`src/rtl/bths_pkg.sv`:
```
// ============================================================================
// bths_pkg
// Shared widths, register codes, pipeline types and helper functions for
// the hop channel selection block.
// ============================================================================
package bths_pkg;

  localparam int NUM_CHANNELS = 79;
  localparam int NUM_EVEN     = 40;
  localparam int GRP_W        = 8;
  localparam int NUM_GRP      = 10;

  localparam int CLK_W      = 28;
  localparam int ADDR_W     = 28;
  localparam int CH_W       = 7;
  localparam int FREQ_W     = 12;
  localparam int MAP_LO_W   = 64;
  localparam int MAP_HI_W   = 15;
  localparam int CFG_IDX_W  = 8;
  localparam int CFG_DATA_W = 64;

  localparam int MOD_W            = 28;
  localparam int MOD_BITS_PER_STG = 4;
  localparam int MOD_STAGES       = MOD_W / MOD_BITS_PER_STG;

  // last pipeline valid bit: kernel, three butterfly stages, remainder, select, encode
  localparam int PIPE_LAST = MOD_STAGES + 5;

  localparam logic [FREQ_W-1:0] BASE_FREQ_MHZ = 12'd2402;
  localparam logic [CH_W-1:0]   NUM_CH_DIV    = 7'd79;

  // register indexes on the configuration port
  localparam logic [CFG_IDX_W-1:0] CFG_DEV_ADDR = 8'd0;
  localparam logic [CFG_IDX_W-1:0] CFG_AFH_EN   = 8'd1;
  localparam logic [CFG_IDX_W-1:0] CFG_MAP_LOW  = 8'd2;
  localparam logic [CFG_IDX_W-1:0] CFG_MAP_HIGH = 8'd3;

  // butterfly control bit groups, one group per pipeline stage
  localparam logic [13:0] CTRL_MASK_A = 14'h3E00;
  localparam logic [13:0] CTRL_MASK_B = 14'h01F0;
  localparam logic [13:0] CTRL_MASK_C = 14'h000F;

  localparam logic [2:0] STAGE_LO [14] = '{3'd0, 3'd2, 3'd1, 3'd3, 3'd0, 3'd1, 3'd0,
                                           3'd3, 3'd1, 3'd0, 3'd2, 3'd1, 3'd0, 3'd1};
  localparam logic [2:0] STAGE_HI [14] = '{3'd1, 3'd3, 3'd2, 3'd4, 3'd4, 3'd3, 3'd2,
                                           3'd4, 3'd4, 3'd3, 3'd4, 3'd3, 3'd3, 3'd2};

  typedef struct packed {
    logic [4:0]  z;
    logic [13:0] ctrl;
    logic [6:0]  e;
    logic [20:0] hi;
  } bf_t;

  typedef struct packed {
    logic [CH_W-1:0]  r;
    logic [MOD_W-1:0] w;
  } md_t;

  typedef struct packed {
    logic [CH_W-1:0]         ch_off;
    logic [NUM_CHANNELS-1:0] hit;
  } sel_t;

  typedef struct packed {
    logic [CH_W-1:0]   channel_index;
    logic [FREQ_W-1:0] frequency_mhz;
    logic              map_empty;
  } out_t;

  // channel held at a position of the bank: evens first, then odds
  function automatic logic [CH_W-1:0] bank_ch(input int i);
    if (i < NUM_EVEN) begin
      return CH_W'(2 * i);
    end
    return CH_W'(2 * (i - NUM_EVEN) + 1);
  endfunction

  // apply the butterfly swaps enabled in ctrl, highest control bit first
  function automatic logic [4:0] bfly_apply(input logic [4:0] z_in, input logic [13:0] ctrl);
    logic [4:0] z;
    logic       bl;
    logic       bh;
    z = z_in;
    for (int s = 13; s >= 0; s--) begin
      if (ctrl[s]) begin
        bl = z[STAGE_LO[s]];
        bh = z[STAGE_HI[s]];
        z[STAGE_LO[s]] = bh;
        z[STAGE_HI[s]] = bl;
      end
    end
    return z;
  endfunction

  // restoring remainder, four dividend bits per call, MSB first
  function automatic md_t mod_step(input md_t cur, input logic [CH_W-1:0] div);
    md_t        nx;
    logic [7:0] t;
    nx = cur;
    for (int b = 0; b < MOD_BITS_PER_STG; b++) begin
      t    = {nx.r, nx.w[MOD_W-1]};
      nx.w = {nx.w[MOD_W-2:0], 1'b0};
      if (t >= {1'b0, div}) begin
        t = t - {1'b0, div};
      end
      nx.r = t[CH_W-1:0];
    end
    return nx;
  endfunction

endpackage

```
`src/rtl/bths_in_if.sv`:
```
// ============================================================================
// bths_in_if
// Request channel carrying the slot clock value.
// ============================================================================
interface bths_in_if;
  logic                        valid;
  logic                        ready;
  logic [bths_pkg::CLK_W-1:0]  clock_req;

  modport source (output valid, output clock_req, input ready);
  modport sink   (input valid, input clock_req, output ready);
endinterface

```
`src/rtl/bths_out_if.sv`:
```
// ============================================================================
// bths_out_if
// Result channel carrying the selected channel and RF frequency.
// ============================================================================
interface bths_out_if;
  logic                         valid;
  logic                         ready;
  logic [bths_pkg::CH_W-1:0]    channel_index;
  logic [bths_pkg::FREQ_W-1:0]  frequency_mhz;
  logic                         map_empty;

  modport source (output valid, output channel_index, output frequency_mhz,
                  output map_empty, input ready);
  modport sink   (input valid, input channel_index, input frequency_mhz,
                  input map_empty, output ready);
endinterface

```
`src/rtl/bths_cfg_if.sv`:
```
// ============================================================================
// bths_cfg_if
// Configuration write channel: register index and write data.
// ============================================================================
interface bths_cfg_if;
  logic                             valid;
  logic                             ready;
  logic [bths_pkg::CFG_IDX_W-1:0]   index;
  logic [bths_pkg::CFG_DATA_W-1:0]  data;

  modport source (output valid, output index, output data, input ready);
  modport sink   (input valid, input index, input data, output ready);
endinterface

```
`src/rtl/bt_hop_channel_select_top.sv`:
```
// ============================================================================
// bt_hop_channel_select_top
// One request per cycle sustained while the output spare entry is empty
// (13-stage pipeline, then a two-entry output buffer; a full spare stalls it).
// Reset: synchronous, active low; address 0, adaptive hopping off, all
// channels used. Rank tables follow map writes via group count and offset registers.
// ============================================================================
module bt_hop_channel_select_top (
  input  logic        clk,
  input  logic        rst_n,
  bths_in_if.sink     in_req,
  bths_out_if.source  out_rsp,
  bths_cfg_if.sink    cfg_wr
);

  // configuration registers
  logic [bths_pkg::ADDR_W-1:0]   dev_addr_r;
  logic                          afh_en_r;
  logic [bths_pkg::MAP_LO_W-1:0] map_lo_r;
  logic [bths_pkg::MAP_HI_W-1:0] map_hi_r;

  // map-derived tables
  logic [bths_pkg::NUM_CHANNELS-1:0]  map_all;
  logic [bths_pkg::NUM_CHANNELS-1:0]  bank_used;
  logic [bths_pkg::NUM_GRP*bths_pkg::GRP_W-1:0] bu_pad;
  logic [3:0]                 gcnt_r   [bths_pkg::NUM_GRP];
  logic [3:0]                 gcnt_nxt [bths_pkg::NUM_GRP];
  logic [bths_pkg::CH_W-1:0]  gpre_r   [bths_pkg::NUM_GRP];
  logic [bths_pkg::CH_W-1:0]  gpre_nxt [bths_pkg::NUM_GRP];
  logic [bths_pkg::CH_W-1:0]  rank_r   [bths_pkg::NUM_CHANNELS];
  logic [bths_pkg::CH_W-1:0]  rank_nxt [bths_pkg::NUM_CHANNELS];
  logic [bths_pkg::CH_W-1:0]  used_r;
  logic [bths_pkg::CH_W-1:0]  used_nxt;
  logic [bths_pkg::CH_W-1:0]  div;

  // pipeline
  logic [bths_pkg::PIPE_LAST:0] vld_r;
  logic                 pipe_en;
  bths_pkg::bf_t        p1_r, p1_nxt;
  bths_pkg::bf_t        p2_r, p2_nxt;
  bths_pkg::bf_t        p3_r, p3_nxt;
  bths_pkg::md_t        md_r   [bths_pkg::MOD_STAGES+1];
  bths_pkg::md_t        md_nxt [bths_pkg::MOD_STAGES+1];
  bths_pkg::sel_t       sel_r, sel_nxt;
  bths_pkg::out_t       enc_r, enc_nxt;

  // output buffer
  bths_pkg::out_t       out_d_r, out_d_nxt;
  bths_pkg::out_t       spare_d_r, spare_d_nxt;
  logic                 out_v_r, out_v_nxt;
  logic                 spare_v_r, spare_v_nxt;
  logic                 push;
  logic                 pop;

  // ---------------------------------------------------------------------------
  // Configuration
  // ---------------------------------------------------------------------------
  assign cfg_wr.ready = 1'b1;

  always_ff @(posedge clk) begin
    if (!rst_n) begin
      dev_addr_r <= '0;
      afh_en_r   <= 1'b0;
      map_lo_r   <= '1;
      map_hi_r   <= '1;
    end else if (cfg_wr.valid) begin
      case (cfg_wr.index)
        bths_pkg::CFG_DEV_ADDR: dev_addr_r <= cfg_wr.data[bths_pkg::ADDR_W-1:0];
        bths_pkg::CFG_AFH_EN:   afh_en_r   <= cfg_wr.data[0];
        bths_pkg::CFG_MAP_LOW:  map_lo_r   <= cfg_wr.data[bths_pkg::MAP_LO_W-1:0];
        bths_pkg::CFG_MAP_HIGH: map_hi_r   <= cfg_wr.data[bths_pkg::MAP_HI_W-1:0];
        default: ;
      endcase
    end
  end

  // ---------------------------------------------------------------------------
  // Used-channel ranks in bank order: group counts, group offsets, ranks
  // ---------------------------------------------------------------------------
  assign map_all = {map_hi_r, map_lo_r};

  always_comb begin
    for (int i = 0; i < bths_pkg::NUM_CHANNELS; i++) begin
      bank_used[i] = map_all[bths_pkg::bank_ch(i)];
    end
  end

  assign bu_pad = {{(bths_pkg::NUM_GRP*bths_pkg::GRP_W-bths_pkg::NUM_CHANNELS){1'b0}},
                   bank_used};

  always_comb begin
    logic [bths_pkg::CH_W-1:0] acc;
    for (int g = 0; g < bths_pkg::NUM_GRP; g++) begin
      gcnt_nxt[g] = '0;
      for (int j = 0; j < bths_pkg::GRP_W; j++) begin
        gcnt_nxt[g] = gcnt_nxt[g] + 4'(bu_pad[g*bths_pkg::GRP_W+j]);
      end
    end
    acc = '0;
    for (int g = 0; g < bths_pkg::NUM_GRP; g++) begin
      gpre_nxt[g] = acc;
      acc = acc + {3'b000, gcnt_r[g]};
    end
    used_nxt = acc;
  end

  always_comb begin
    for (int i = 0; i < bths_pkg::NUM_CHANNELS; i++) begin
      rank_nxt[i] = gpre_r[i / bths_pkg::GRP_W];
      for (int j = 0; j < i % bths_pkg::GRP_W; j++) begin
        rank_nxt[i] = rank_nxt[i] +
                      bths_pkg::CH_W'(bu_pad[(i / bths_pkg::GRP_W)*bths_pkg::GRP_W+j]);
      end
    end
  end

  always_ff @(posedge clk) begin
    if (!rst_n) begin
      for (int g = 0; g < bths_pkg::NUM_GRP; g++) begin
        gcnt_r[g] <= (g == bths_pkg::NUM_GRP-1) ?
                     4'(bths_pkg::NUM_CHANNELS - g*bths_pkg::GRP_W) : 4'(bths_pkg::GRP_W);
        gpre_r[g] <= bths_pkg::CH_W'(g*bths_pkg::GRP_W);
      end
      for (int i = 0; i < bths_pkg::NUM_CHANNELS; i++) begin
        rank_r[i] <= bths_pkg::CH_W'(i);
      end
      used_r <= bths_pkg::CH_W'(bths_pkg::NUM_CHANNELS);
    end else begin
      gcnt_r <= gcnt_nxt;
      gpre_r <= gpre_nxt;
      rank_r <= rank_nxt;
      used_r <= used_nxt;
    end
  end

  assign div = afh_en_r ? used_r : bths_pkg::NUM_CH_DIV;

  // ---------------------------------------------------------------------------
  // Pipeline: kernel terms, butterfly, remainder, selection, encode
  // ---------------------------------------------------------------------------
  assign pipe_en      = !spare_v_r;
  assign in_req.ready = pipe_en;

  always_comb begin
    logic [bths_pkg::CLK_W-1:0] ck;
    logic [4:0]                 xa;
    logic [4:0]                 c1;
    ck = {in_req.clock_req[bths_pkg::CLK_W-1:2], 2'b00};
    c1 = {dev_addr_r[8], dev_addr_r[6], dev_addr_r[4], dev_addr_r[2], dev_addr_r[0]};
    xa = ck[6:2] + (dev_addr_r[27:23] ^ ck[25:21]);
    p1_nxt.z    = xa ^ {1'b0, dev_addr_r[22:19]};
    p1_nxt.ctrl = {c1 ^ ck[20:16], dev_addr_r[18:10] ^ ck[15:7]};
    p1_nxt.e    = {dev_addr_r[13], dev_addr_r[11], dev_addr_r[9], dev_addr_r[7],
                   dev_addr_r[5], dev_addr_r[3], dev_addr_r[1]};
    p1_nxt.hi   = ck[27:7];
  end

  always_comb begin
    logic [4:0]  perm;
    logic [25:0] v;
    p2_nxt   = p1_r;
    p2_nxt.z = bths_pkg::bfly_apply(p1_r.z, p1_r.ctrl & bths_pkg::CTRL_MASK_A);
    p3_nxt   = p2_r;
    p3_nxt.z = bths_pkg::bfly_apply(p2_r.z, p2_r.ctrl & bths_pkg::CTRL_MASK_B);
    perm     = bths_pkg::bfly_apply(p3_r.z, p3_r.ctrl & bths_pkg::CTRL_MASK_C);
    // fold perm and E into the dividend: one remainder covers the whole sum
    v = {1'b0, p3_r.hi, 4'b0000} + 26'(perm) + 26'(p3_r.e);
    md_nxt[0].r = '0;
    md_nxt[0].w = {2'b00, v};
    for (int j = 1; j <= bths_pkg::MOD_STAGES; j++) begin
      md_nxt[j] = bths_pkg::mod_step(md_r[j-1], div);
    end
  end

  always_comb begin
    logic [bths_pkg::CH_W-1:0] k;
    logic [7:0]                dbl;
    k   = md_r[bths_pkg::MOD_STAGES].r;
    dbl = {k, 1'b0};
    sel_nxt.ch_off = (k < bths_pkg::CH_W'(bths_pkg::NUM_EVEN)) ?
                     dbl[bths_pkg::CH_W-1:0] :
                     bths_pkg::CH_W'(dbl - 8'(bths_pkg::NUM_CHANNELS));
    for (int i = 0; i < bths_pkg::NUM_CHANNELS; i++) begin
      sel_nxt.hit[i] = bank_used[i] && (rank_r[i] == k);
    end
  end

  always_comb begin
    logic [bths_pkg::CH_W-1:0] ch_afh;
    logic [bths_pkg::CH_W-1:0] ch;
    ch_afh = '0;
    for (int i = 0; i < bths_pkg::NUM_CHANNELS; i++) begin
      if (sel_r.hit[i]) begin
        ch_afh = ch_afh | bths_pkg::bank_ch(i);
      end
    end
    // an empty map leaves no hit, so the channel falls to zero
    ch = afh_en_r ? ch_afh : sel_r.ch_off;
    enc_nxt.channel_index = ch;
    enc_nxt.frequency_mhz = bths_pkg::BASE_FREQ_MHZ + bths_pkg::FREQ_W'(ch);
    enc_nxt.map_empty     = afh_en_r && (used_r == '0);
  end

  always_ff @(posedge clk) begin
    if (!rst_n) begin
      vld_r <= '0;
    end else if (pipe_en) begin
      vld_r <= {vld_r[bths_pkg::PIPE_LAST-1:0], in_req.valid};
    end
  end

  always_ff @(posedge clk) begin
    if (pipe_en) begin
      p1_r  <= p1_nxt;
      p2_r  <= p2_nxt;
      p3_r  <= p3_nxt;
      md_r  <= md_nxt;
      sel_r <= sel_nxt;
      enc_r <= enc_nxt;
    end
  end

  // ---------------------------------------------------------------------------
  // Output register with spare entry; hold the pipeline while the spare is full
  // ---------------------------------------------------------------------------
  assign push = pipe_en && vld_r[bths_pkg::PIPE_LAST];
  assign pop  = out_v_r && out_rsp.ready;

  always_comb begin
    out_v_nxt   = out_v_r;
    out_d_nxt   = out_d_r;
    spare_v_nxt = spare_v_r;
    spare_d_nxt = spare_d_r;
    if (out_v_r && !pop) begin
      if (push) begin
        spare_v_nxt = 1'b1;
        spare_d_nxt = enc_r;
      end
    end else if (spare_v_r) begin
      out_v_nxt   = 1'b1;
      out_d_nxt   = spare_d_r;
      spare_v_nxt = 1'b0;
    end else begin
      out_v_nxt = push;
      out_d_nxt = enc_r;
    end
  end

  always_ff @(posedge clk) begin
    if (!rst_n) begin
      out_v_r   <= 1'b0;
      spare_v_r <= 1'b0;
    end else begin
      out_v_r   <= out_v_nxt;
      spare_v_r <= spare_v_nxt;
    end
  end

  always_ff @(posedge clk) begin
    out_d_r   <= out_d_nxt;
    spare_d_r <= spare_d_nxt;
  end

  assign out_rsp.valid         = out_v_r;
  assign out_rsp.channel_index = out_d_r.channel_index;
  assign out_rsp.frequency_mhz = out_d_r.frequency_mhz;
  assign out_rsp.map_empty     = out_d_r.map_empty;

  // ---------------------------------------------------------------------------
  // Assertions
  // ---------------------------------------------------------------------------
  a_push_lands: assert property (@(posedge clk) disable iff (!rst_n)
    push |=> out_v_r)
    else $error("pushed result did not reach the output register");

  a_spare_behind_out: assert property (@(posedge clk) disable iff (!rst_n)
    spare_v_r |-> out_v_r)
    else $error("spare entry holds a result while the output register is empty");

  a_spare_fill: assert property (@(posedge clk) disable iff (!rst_n)
    $rose(spare_v_r) |-> $past(out_v_r && !out_rsp.ready))
    else $error("spare entry filled without an output stall");

endmodule

```
`src/flat_wrapper.sv`:
```
// flat-port wrapper written by rule: the top's interface ports become plain ports
module bt_hop_channel_select_top_flat 
  (clk, rst_n, in_req_valid, in_req_clock_req, in_req_ready, out_rsp_valid, out_rsp_channel_index, out_rsp_frequency_mhz, out_rsp_map_empty, out_rsp_ready, cfg_wr_valid, cfg_wr_index, cfg_wr_data, cfg_wr_ready);
  bths_in_if in_req_i ();
  bths_out_if out_rsp_i ();
  bths_cfg_if cfg_wr_i ();
  input  logic clk;
  input  logic rst_n;
  input wire logic [$bits(in_req_i.valid)-1:0] in_req_valid;
  input wire logic [$bits(in_req_i.clock_req)-1:0] in_req_clock_req;
  output wire logic [$bits(in_req_i.ready)-1:0] in_req_ready;
  output wire logic [$bits(out_rsp_i.valid)-1:0] out_rsp_valid;
  output wire logic [$bits(out_rsp_i.channel_index)-1:0] out_rsp_channel_index;
  output wire logic [$bits(out_rsp_i.frequency_mhz)-1:0] out_rsp_frequency_mhz;
  output wire logic [$bits(out_rsp_i.map_empty)-1:0] out_rsp_map_empty;
  input wire logic [$bits(out_rsp_i.ready)-1:0] out_rsp_ready;
  input wire logic [$bits(cfg_wr_i.valid)-1:0] cfg_wr_valid;
  input wire logic [$bits(cfg_wr_i.index)-1:0] cfg_wr_index;
  input wire logic [$bits(cfg_wr_i.data)-1:0] cfg_wr_data;
  output wire logic [$bits(cfg_wr_i.ready)-1:0] cfg_wr_ready;
  assign in_req_i.valid = in_req_valid;
  assign in_req_i.clock_req = in_req_clock_req;
  assign in_req_ready = in_req_i.ready;
  assign out_rsp_valid = out_rsp_i.valid;
  assign out_rsp_channel_index = out_rsp_i.channel_index;
  assign out_rsp_frequency_mhz = out_rsp_i.frequency_mhz;
  assign out_rsp_map_empty = out_rsp_i.map_empty;
  assign out_rsp_i.ready = out_rsp_ready;
  assign cfg_wr_i.valid = cfg_wr_valid;
  assign cfg_wr_i.index = cfg_wr_index;
  assign cfg_wr_i.data = cfg_wr_data;
  assign cfg_wr_ready = cfg_wr_i.ready;
  bt_hop_channel_select_top u_core (.clk(clk), .rst_n(rst_n), .in_req(in_req_i), .out_rsp(out_rsp_i), .cfg_wr(cfg_wr_i));
endmodule
```
`config.mk`:
```
export PLATFORM = sky130hd
export DESIGN_NAME = bt_hop_channel_select_top_flat
export DESIGN_NICKNAME = d
export VERILOG_FILES = /design/src/rtl/bths_pkg.sv /design/src/rtl/bths_in_if.sv /design/src/rtl/bths_out_if.sv /design/src/rtl/bths_cfg_if.sv /design/src/rtl/bt_hop_channel_select_top.sv /design/src/flat_wrapper.sv
export SDC_FILE = /design/constraint.sdc
export NUM_CORES = 2
export LEC_CHECK = 0
export ABC_AREA = 0
export ABC_CLOCK_PERIOD_IN_PS = 13900
export BUFFER_PORTS_ARGS = -buffer_cell sky130_fd_sc_hd__buf_4
export CAP_MARGIN = 5
export CORE_ASPECT_RATIO = 0.6
export CORE_UTILIZATION = 53
export DETAILED_ROUTE_END_ITERATION = 7
export PLACE_DENSITY = 0.69
export SLEW_MARGIN = 10
export SYNTH_ARGS = -nofsm -noshare
export SYNTH_HDL_FRONTEND = slang
export SYNTH_SLANG_ARGS = --single-unit
```
`constraint.sdc`:
```
create_clock -name clk -period 13.9 [get_ports clk]
set_input_delay 2.085 -clock clk [delete_from_list [all_inputs] [get_ports clk]]
set_output_delay 2.085 -clock clk [all_outputs]
set_load 0.05 [all_outputs]
```
# Yosys cells after proc, flatten, opt, wreduce, memory -nomap -nowiden
# Index checks and enable logic that the tools add are counted.
# totals
ff_bits	1224
elab_cells	906
out_inout_bits	23
# op_classes
eq_ne	89
order_cmp	29
n_bitwise	43
add_sub_neg	180
n_reduce_logical	94
n_mux	325
# op_table
cell	n
$mux 7	198
$eq 7x7->1	79
$add 7x1->7	69
$mux 64	5
$or 7x7->7	39
$add 4x1->4	59
$ge 8x7->1	27
$sub 7x7->7	27
$mux 28	5
$mux 6	16
$logic_and 1x1->1	83
$mux 20	4
$mux 15	5
$mux 1	69
$add 7x4->7	8
$mux 5	8
$add 25x5->26	1
$add 26x7->26	1
$mux 13	2
$add 1x1->2	10
$eq 8x2->1 const B	2
$mux 4	4
$mux 2	7
$add 12x7->12 const A	1
other kinds (18)	31

# Logic depth before layout (Yosys ltp)
# logic_depth
depth_word	123
ltp_mapped	42
ltp_nobuf	39

# Least setup slack after synthesis
# No wires, ideal clock.
# synth_path
path_type	register to output
from	register u_core.spare_v_r
to	output in_req_ready
required_time_ns	11.815
stages_incl_launch_ff	4
path_buffers	2
arrival_time_ns	8.392
slack_ns	3.423
cell_sequence	dfxtp_1 -> clkbuf_1 -> buf_1 -> inv_1
# synth_between
elab_chain_cells	1
# synth_rtl
item	line_no	text
from (decl)	bt_hop_channel_select_top.sv:51	logic spare_v_r, spare_v_nxt;
from (signal assigned)	bt_hop_channel_select_top.sv:255	spare_v_r <= spare_v_nxt;
$logic_not 1->1	bt_hop_channel_select_top.sv:141	assign pipe_en = !spare_v_r;
to (decl)	flat_wrapper.sv:11	output wire logic [$bits(in_req_i.ready)-1:0] in_req_ready;
# No other way between the ends.

==> results_dict.tcl <==
set metrics [dict create \
    outcome "complete, no violations" \
    synthMuxAreaShare_pct 3.214 \
    cts.sinks 1157 \
    ys_async_sr_fraction_pct 0 \
    grt_overflow 0 \
    area_growth_pct 9.445 \
    post_cts_buffers 0 \
    htreeDepth 3 \
    synth_top_area_share_pct 24.15 \
    fill_cells 9485 \
    final_hold_viol_count 0 \
    critPathLaunchType "flop" \
    ys_ff_latch 1157 \
    p_per_area_mw_per_mm2 207.5 \
    drv_slew 0 \
    reg2reg_slack_ns 3.19 \
    swShare_pct 37.30 \
    drc_errors 0 \
    drtAntennaViolNets 0 \
    clkPwrFrac_pct 21.0 \
    tightest_slew_ns 1.194 \
    finalCritPeriodShare_pct 77.08 \
    arrival_ns 11.20 \
    cts_made_buffers 106 \
    critPathMaxStageDelay_ns 0.81 \
    core_mm2 0.1147 \
    synth-simple-area-share_pct 15.62 \
    worst_setup_path_end_kind "flop" \
    max_cap_violations 0 \
    ios 128 \
    min_from "u_core.p2_r[0]" \
    required_ns 14.39 \
    rsz0062_at_grt "no" \
    track_usage_pct 26.12 \
    clk_path_buf_depth 3 \
    holdCritPathClass "reg2reg" \
    share_seq_of_total_power_pct 30.5 \
    syn_inst 5859 \
    core.rowCount 96 \
    first_iter_violations 3881 \
    slew_headroom_pct 20.42 \
    seq_area_frac_synth_pct 44.41 \
    netSwitchingPower_mw 5.211 \
    placedInstanceArea_mm2 0.06384 \
    die_height_um 265.9 \
    hpwl_um 107900 \
    cts_tree "yes" \
    nNetsFinal 6502 \
    die_area_mm2 0.1175 \
    hold_path_end "u_core.p3_r[0]" \
    power.internal_mw 8.758 \
    slowest_stage "dfxtp_1" \
    reg2reg_from "u_core.afh_en_r" \
    vias 41945 \
    dp.cells 7320 \
    synth.distinct_cells 107 \
    synth-compound-area-share_pct 7.350 \
    vias_per_cell 5.576 \
    hold_buffers 0 \
    worst_hold_slack_ns 0.4032 \
    synth_area_per_cell_um2 10.50 \
    yosysWarnings 0 \
    post_cts_resized 0 \
    synth_enable_flop_cells 415 \
    period_minus_slack_ns 10.71 \
    start_util_pct 53.62 \
    drive_gt1_share_pct 8.017 \
    die_w_um 441.8 \
    fmax_mhz 93.34 \
    p_total_mw 13.97 \
    r2r_cells 37 \
    synth_top_family_by_area "simple AND/OR/NAND/NOR gates" \
    final.setup.tns_ns 0 \
    fin_cells 7523 \
    peakVddDrop_v 0.0003006 \
    setup_viol 0 \
    synth_xor_area_share_pct 15.35 \
    gp_congestion 0.8866 \
    ys.flop_type "dfxtp_1" \
    numPortBuffers 120 \
    worstPathMaxFanout 27 \
    skew_ns 0.03540 \
    synthTopCellsByCount "dfxtp_1, xnor2_1, nand2_1, edfxtp_1, ha_1" \
    combPwrFrac_pct 48.5 \
    antenna_found_initial 10 \
    synth_top_cell_by_area "dfxtp_1" \
    crit_type "reg2reg" \
    r2r_end "u_core.md_r[65]" \
    yosys-top-cells-area "dfxtp_1, edfxtp_1, xnor2_1" \
    path_clk_slew_ns 0.07 \
    fin_area_mm2 0.06731 \
    worstHoldPathCells 0 \
    first_global_vias 39463 \
    syn_area_mm2 0.06150 \
    synth_most_common_cell "dfxtp_1" \
    synth_fa_ha_area_share_pct 10.94 \
    clockRootBuffer "clkbuf_16" \
    drt-total-wl_um 154300 \
    grt_max_degree 217 \
    dr.pass1.iters 6 \
    wire_per_inst_um 20.51 \
    p_leak_nw 27.47 \
    clk_latency_ns 0.75 \
    grt_pass1_wl_um 237100 \
]
-- critical path, delay by kind of cell (launching register included) --
family | cells | cell delay (ns)
adders and majority gates | 4 | 1.53
AOI/OAI and AO/OA | 21 | 5.23
muxes | 3 | 1.03
DFF | 1 | 0.81
and+or+nand+nor | 8 | 1.41
buffers and inverters | 1 | 0.43
-- final cells by class --
class,instances,area (um^2),area share [%]
timing repair buffer,152,1261,1.874
antenna,4,10.01,0.01487
tap,1519,1901,2.823
inverter,268,1018,1.513
sequential,1157,27320,40.58
clock buffer,140,2872,4.266
multi-input combinational,4224,32340,48.05
clock inverter,59,589.3,0.8755
-- sequential cells by signal (all words and copies together) (netlist names), 13 cells and up --
name / flops
u_core.gpre_r: 57
u_core.map_lo_r: 64
u_core.map_hi_r: 15
u_core.p2_r: 42
u_core.gcnt_r: 40
u_core.md_r: 75
u_core.spare_d_r: 15
u_core.rank_r: 515
u_core.md_nxt: 84
u_core.p3_r: 37
u_core.dev_addr_r: 28
u_core.sel_r: 85
u_core.enc_r: 15
u_core.p1_r: 47
u_core.vld_r: 13
-- per-stage QoR --
step	util, %	setup slack [ns]
after CTS	58.67	3.325
after floorplan	-	3.423
after global placement	55.66	3.724
final	58.68	3.186
after detailed placement	55.66	3.389
after global routing	58.68	2.488
-- metal layers --
metal | wire length [um] | part of all wire, % | vias up | global-route usage [%]
met3 | 12410 | 8.0 | 158 | 5.274
met5 | 15 | 0.0097 | - | 0
met1 | 77550 | 50 | 20219 | 41.28
li1 | - | - | 20323 | -
met4 | 3056 | 2.0 | 4 | 5.989
met2 | 61260 | 40 | 1241 | 35.98
-- power by group through the flow --
stage	combinational (mW)	clock (mW)	sequential [mW]
6_report	6.77	2.93	4.27
5_1_grt	7.43	3.13	4.30
4_1_cts	6.73	2.99	4.26
3_5_place_dp	6.65	0	4.33
3_3_place_gp	6.51	0	4.32
2_1_floorplan	5.24	0	4.33
-- layout by cell type (no fill, tap or decap), types with 14 or more instances in the layout --
master,netlist,routed
dfxtp_1,742,741
o21a_1,39,39
a21oi_1,179,179
a211o_1,16,16
or4_1,16,16
xor2_1,203,203
and2_1,225,225
mux2i_1,67,67
o211ai_1,59,59
a21o_1,82,82
and3_1,52,52
nand2_1,443,443
mux2_1,14,14
xor3_1,23,23
buf_4,6,142
nor2b_1,58,55
nor3_1,56,56
nand2b_1,170,170
nor2_1,359,358
clkbuf_16,0,107
a211oi_1,17,17
edfxtp_1,415,415
ha_1,409,409
nand3_1,145,145
a31oi_1,14,14
fa_1,79,79
nor4_1,42,41
inv_1,267,266
o21bai_1,27,27
mux2_2,102,102
clkbuf_1,153,26
a21boi_0,17,17
o21ai_0,119,119
xnor3_1,20,20
xnor2_1,740,740
nor3b_1,21,19
nand4_1,180,180
-- kinds of logic after synthesis --
group	Yosys count
compound gates	683
xor+xnor	995
simple gates	1861
other cells	2
mux	183
fa+ha+maj	491
buf+inv	487
flops	1157
-- worst max-delay path by stage --
stage,slack (ns),to,startpoint
6_report,3.19,u_core.md_r[65],u_core.afh_en_r
2_1_floorplan,3.42,in_req_ready,u_core.spare_v_r
3_3_place_gp,3.72,u_core.md_r[65],u_core.afh_en_r
4_1_cts,3.32,u_core.md_r[65],u_core.afh_en_r
3_5_place_dp,3.39,u_core.md_r[65],u_core.afh_en_r
5_1_grt,2.49,u_core.md_r[65],u_core.afh_en_r
(Power assumes the default switching activity.)
